--- src/hw/rtl/f8e_pkg.sv ---
// Package: format codes, special codes and the encode functions
package f8e_pkg;

	typedef enum logic [1:0] {
		FMT_E4M3 = 2'd0,
		FMT_E5M2 = 2'd1,
		FMT_E8M0 = 2'd2,
		FMT_NONE = 2'd3
	} fmt_t;

	localparam logic [7:0] CODE_NAN      = 8'h7F;
	localparam logic [6:0] INF_E4M3      = 7'h7E;
	localparam logic [6:0] INF_E5M2      = 7'h7C;
	localparam logic [22:0] SQRT2_FRAC   = 23'h3504F3;

	// E4M3 / E5M2 encode; mantissa width 3 or 2
	function automatic logic [7:0] enc_small(input logic s, input logic [7:0] e,
			input logic [22:0] m, input logic e4);
		logic [23:0] sig;
		logic [7:0]  min_norm, min_sub, max_e;
		logic [22:0] max_m;
		logic [6:0]  infc;
		logic [4:0]  sh;
		logic [24:0] q;
		logic [3:0]  mmax;
		logic [7:0]  ef;
		logic [6:0]  r;
		sig      = {1'b1, m};
		min_norm = e4 ? 8'd121 : 8'd113;
		min_sub  = e4 ? 8'd118 : 8'd111;
		max_e    = e4 ? 8'd134 : 8'd142;
		max_m    = e4 ? 23'h700000 : 23'h600000;
		infc     = e4 ? INF_E4M3 : INF_E5M2;
		mmax     = e4 ? 4'd7 : 4'd3;
		r        = 7'd0;
		if (e == 8'hFF) begin
			return (m != 23'd0) ? CODE_NAN : {s, infc};
		end
		if (e < min_sub) begin
			return {s, 7'd0};
		end
		if (e > max_e || (e == max_e && m > max_m)) begin
			return {s, infc};
		end
		if (e < min_norm) begin
			sh = 5'd23 - 5'(e - min_sub);
			q  = ({1'b0, sig} + (25'd1 << (sh - 5'd1))) >> sh;
			if (q == 25'd0) q = 25'd1;
			if (q > 25'(mmax)) q = 25'(mmax);
			r = 7'(q);
		end else begin
			ef = e - 8'd127 + (e4 ? 8'd7 : 8'd15);
			sh = e4 ? 5'd20 : 5'd21;
			q  = ({2'b0, m} + (25'd1 << (sh - 5'd1))) >> sh;
			if (q > 25'(mmax)) q = 25'(mmax);
			r = e4 ? {ef[3:0], q[2:0]} : {ef[4:0], q[1:0]};
		end
		return {s, r};
	endfunction

	function automatic logic [7:0] enc_e8m0(input logic s, input logic [7:0] e,
			input logic [22:0] m);
		logic [6:0] ef;
		if (e == 8'hFF) return (m != 23'd0) ? 8'd0 : {s, 7'd0};
		if (e < 8'd64) return {s, 7'd0};
		if (e >= 8'd190) return {s, 7'd126};
		ef = 7'(e - 8'd64);
		if (m > SQRT2_FRAC) ef = ef + 7'd1;
		return {s, ef};
	endfunction

endpackage

--- src/hw/rtl/f8e_core.sv ---
// Combinational encode of one fp32 pattern into an 8-bit code
module f8e_core import f8e_pkg::*; (
	input  logic [31:0] value_bits,
	input  logic [1:0]  fmt,
	output logic [7:0]  code
);
	always_comb begin
		case (fmt)
			FMT_E4M3: code = enc_small(value_bits[31], value_bits[30:23], value_bits[22:0], 1'b1);
			FMT_E5M2: code = enc_small(value_bits[31], value_bits[30:23], value_bits[22:0], 1'b0);
			FMT_E8M0: code = enc_e8m0(value_bits[31], value_bits[30:23], value_bits[22:0]);
			default:  code = 8'd0;
		endcase
	end
endmodule

--- src/hw/rtl/fp32_to_fp8_encoder.sv ---
// Top level: fp32 to fp8 (E4M3 / E5M2 / E8M0) encoder
//  channel   | ports                      | handshake
//  input     | start, value_bits          | transfer when start && !busy
//  result    | done, code                 | transfer every cycle done is high
//  config    | target_format_we, _wdata   | write when we is high
// done is registered through the input register and then the result register after an input transfer.
// Rate: one item per cycle; the encode logic sits between the two registers.
// busy is always low: nothing holds an item back.
// Reset clears the format register to E4M3 and both valid flags.
module fp32_to_fp8_encoder import f8e_pkg::*; (
	input  logic        clk,
	input  logic        arst_n,
	input  logic        start,
	output logic        busy,
	input  logic [31:0] value_bits,
	input  logic        target_format_we,
	input  logic [1:0]  target_format_wdata,
	output logic        done,
	output logic [7:0]  code
);
	logic [1:0]  fmt_q;
	logic        vld_s1;
	logic [31:0] val_s1;
	logic [7:0]  enc;
	logic        vld_s2;
	logic [7:0]  code_s2;

	assign busy = 1'b0;

	// hold the format between writes
	always_ff @(posedge clk or negedge arst_n) begin
		if (!arst_n) begin
			fmt_q <= FMT_E4M3;
		end else if (target_format_we) begin
			fmt_q <= target_format_wdata;
		end
	end

	// stage valids advance every cycle
	always_ff @(posedge clk or negedge arst_n) begin
		if (!arst_n) begin
			vld_s1 <= 1'b0;
			vld_s2 <= 1'b0;
		end else begin
			vld_s1 <= start;
			vld_s2 <= vld_s1;
		end
	end

	// payload registers
	always_ff @(posedge clk) begin
		if (start) begin
			val_s1 <= value_bits;
		end
		if (vld_s1) begin
			code_s2 <= enc;
		end
	end

	f8e_core u_core (
		.value_bits (val_s1),
		.fmt        (fmt_q),
		.code       (enc)
	);

	assign done = vld_s2;
	assign code = code_s2;
endmodule

--- config.mk ---
export PLATFORM = sky130hd
export DESIGN_NAME = fp32_to_fp8_encoder
export DESIGN_NICKNAME = d
export VERILOG_FILES = /design/src/hw/rtl/f8e_pkg.sv /design/src/hw/rtl/f8e_core.sv /design/src/hw/rtl/fp32_to_fp8_encoder.sv
export SDC_FILE = /design/constraint.sdc
export NUM_CORES = 1
export LEC_CHECK = 0
export BUFFER_PORTS_ARGS = -buffer_cell sky130_fd_sc_hd__buf_4
export CAP_MARGIN = 20
export CORE_AREA = 2 2 133 135
export DETAILED_ROUTE_END_ITERATION = 16
export DIE_AREA = 0 0 135 137
export GPL_TIMING_DRIVEN = 0
export PLACE_DENSITY = 0.78
export SLEW_MARGIN = 10
export SYNTH_ARGS = -nofsm -noshare
export SYNTH_HDL_FRONTEND = slang
export SYNTH_SLANG_ARGS = --single-unit
export TNS_END_PERCENT = 100
--- constraint.sdc ---
create_clock -name clk -period 8 [get_ports clk]
set_input_delay 1.6 -clock clk [delete_from_list [all_inputs] [get_ports clk]]
set_output_delay 1.6 -clock clk [all_outputs]
set_load 0.1 [all_outputs]
==> metrics.md <==
| Metric | Value |
|---|---|
| Largest stage delay on the critical path | `about 0.70 ns` |
| Post-synth EDFFs | `40` |
| Synth Cell Area | `a little over 9000 sq um` |
| Die Y | `137 um` |
| Fillers | `about 1600` |
| Final core occ | `0.599` |
| Highest-delay cell along the critical path | `edfxtp_1` |
| Routed vias/inst | `slightly above 7` |
| Power Total | `about 1600 uW` |
| Worst r2r src | `val_s1[24]` |
| Worst setup path start | `val_s1[24]` |
| Final setup vio count | `0` |
| Clock sink total | `44` |
| CP max FO | `10` |
| NumNets Final | `between 1000 and 1500` |
| Min-delay src | `vld_s1` |
| Most frequent cells in the layout | `nand2_1 (133), nor2_1 (132), a21oi_1 (106)` |
| CTS hold repair buffers | `0` |
| Vias in the first global route | `9833` |
| Seq/Total Area, Yosys | `0.141` |
| PwrDens | `around 150 nW/um^2` |
| Share of layout cells above drive strength 1 | `0.128` |
| Syn avg cell area | `7.32 sq um` |
| Place WS | `-1.50 ns` |
| Die ar. | `18500 sq um` |
| Core box area | `between 15000 and 20000 sq um` |
| Iteration-0 DRC Markers | `1511` |
| Worst-Skew Late Latency | `0.29 ns` |
| Fin. Hold Viols | `0` |
| Overflow after GRT | `0` |
| Crit path time final | `roughly 7.7 ns` |
| Clock Path Buffers | `2` |
| Clock network fraction of total power | `0.144` |
| Drt first pass iters | `6` |
| Crit-path most repeated cell | `nor2_1` |
| Main synth FF type | `edfxtp_1` |
| Fin cells | `approximately 1500` |
| Max-cap viol count | `0` |
| WL/cell | `between 20 and 25 um` |
| Slew Limit Fails | `0` |
| Setup crit end kind | `register` |
| Sw Ratio | `0.506` |
| Clock Pin Slew Worst Setup and Hold Paths | `approximately 0.060 ns` |
| Peak VDD IR | `approximately 99 uV` |
| Root Driver | `clkbuf_16` |
| Initial antenna violation count | `1` |
| Critical path class | `reg2reg` |
| Internal power | `about 780 uW` |
| Switch Pwr | `~800 uW` |
| Vias post-DR | `11000` |
| Slew HR | `0.401` |
| Distinct cells, synth | `100` |
| Final setup skew | `about 0.0067 ns` |
| Setup WS post-layout | `about 0.28 ns` |
| Syn Inst Count | `about 1300` |
| Fin crit share | `0.965` |
| Leak | `around 0.0039 uW` |
| Num rows | `48` |
| First-pass GRT wire length | `approximately 53 mm` |
| Area Growth Syn to Fin | `10.4%` |
| RSZ-0062 raised after global routing | `no` |
| Worst hold-check path type | `reg2reg` |
| CP Launch Type | `register` |
| Cts bufs inserted | `5` |
| FMAX | `129 MHz` |
| DRT antenna net count | `0` |
| Comb pwr share | `0.663` |
| Async SR Flop Fraction | `0.0909` |
| H-tree Lvls | `2` |
| CTS tree | `done` |
| Synthesized net count | `around 1400` |
| HPWL Detailed | `between 20 and 30 mm` |
| Commonest non-fill, non-tap cell in the layout | `nand2_1` |
| # IOs | `between 40 and 50` |
| Port bufs | `46` |
| DRC | `0` |
| Final wirelength | `34.1 mm` |
| Status | `complete, no violations` |
| Hold_ws | `~0.60 ns` |
| Initial Utilization | `0.543` |
| Placer Congestion | `around 1.0` |
| Aggregate global-route resource usage | `0.359` |
| Worst slew pin tran | `0.899 ns` |
| Critical Path AT | `roughly 7.7 ns` |
| CP Data Required Time | `~8 ns` |
| DP Cell Count | `between 1500 and 2000` |
| Warnings, synthesis | `0` |
| Sequential cell fraction of total power | `0.193` |
| Largest net degree at the start of global routing | `34` |
| Die width | `135 um` |
| Synth Register Bits | `44` |
worst paths after layout:
path | to | slack [ns] | cells after the start
min in group asynchronous | fmt_q[0] | 1.10 | 1
hold / removal | done | 0.60 | 0
max in group asynchronous | vld_s1 | 6.80 | 1
setup reg to reg | code[1] | 0.28 | 26
hold reg to reg | done | 0.60 | 0
setup / recovery | code[1] | 0.28 | 26
power by group through the flow:
stage	Combinational [uW]	Sequential (uW)	Clock, uW
after global routing	1110	304	237
after CTS	985	302	229
after detailed placement	973	307	0
after global placement	973	306	0
after floorplan	683	332	0
final	1040	304	226
metal layers:
metal / track usage / routed length [um] / part of all wire / up-vias
li1: - / - / - / 4952
met3: 0.0885 / 4200 / 0.12 / 134
met1: 0.496 / 14000 / 0.41 / 5062
met2: 0.558 / 14700 / 0.43 / 808
met5: 0 / 0 / 0 / -
met4: 0.104 / 1160 / 0.034 / 0
cells by family after synthesis:
kind of cell | after synthesis | synth area share
muxes | 41 | 0.0564
DFF | 44 | 0.141
other | 1 | 0.000405
and+or+nand+nor | 477 | 0.250
AOI/OAI and AO/OA | 467 | 0.350
adders and majority gates | 66 | 0.0908
buffers and inverters | 111 | 0.0501
xor gates and xnor gates | 58 | 0.0620
worst max-delay path, delay by kind of cell (launching register included):
family,cells,cell delay [ns]
DFF,1,0.70
adders and majority gates,2,0.67
AOI/OAI and AO/OA,12,3.03
and+or+nand+nor,9,2.07
buffers and inverters,3,0.95
synthesized netlist by cell type, types with 21 or more instances:
master,count,area (sq um)
nand2_1,133,499
nor2_1,133,499
a21oi_1,110,551
o21ai_0,75,375
ha_1,64,801
clkbuf_1,53,199
edfxtp_1,40,1200
and2_1,36,225
nor3_1,33,165
o211ai_1,32,240
xnor2_1,30,263
a211oi_1,27,203
a31oi_1,27,169
nand3_1,26,130
mux2i_1,24,240
inv_1,21,78.8
registers in the layout, summed over array words and instances, names as in the netlist:
name / cells
done: 1
vld_s1: 1
val_s1: 32
code: 8
fmt_q: 2
through the flow:
step           TNS [ns]  cell area (sq um)
2_1_floorplan         0               9260
3_3_place_gp      -3.38               9880
3_5_place_dp      -3.09               9880
4_1_cts               0              10100
5_1_grt               0              10200
6_report              0              10200
final cells by class:
class	count	area [sq um]	area share
Multi-Input combinational cell	1110	7640	0.747
Sequential cell	44	1300	0.127
Buffer	84	383	0.0375
Timing Repair Buffer	48	360	0.0353
Tap cell	225	282	0.0275
Clock buffer	7	133	0.0130
Inverter	24	91.3	0.00894
Clock inverter	1	30.0	0.00294
Antenna cell	1	2.50	0.000245
timing repair:
item	in CTS	in global routing
gates resized for setup	15	32
setup buffers	2	0
setup endpoints to repair	3	2
gates cloned	0	0
pin swaps	1	1
endpoints found under the hold margin	0	0
Note: power is estimated with default switching activity, not from simulation.
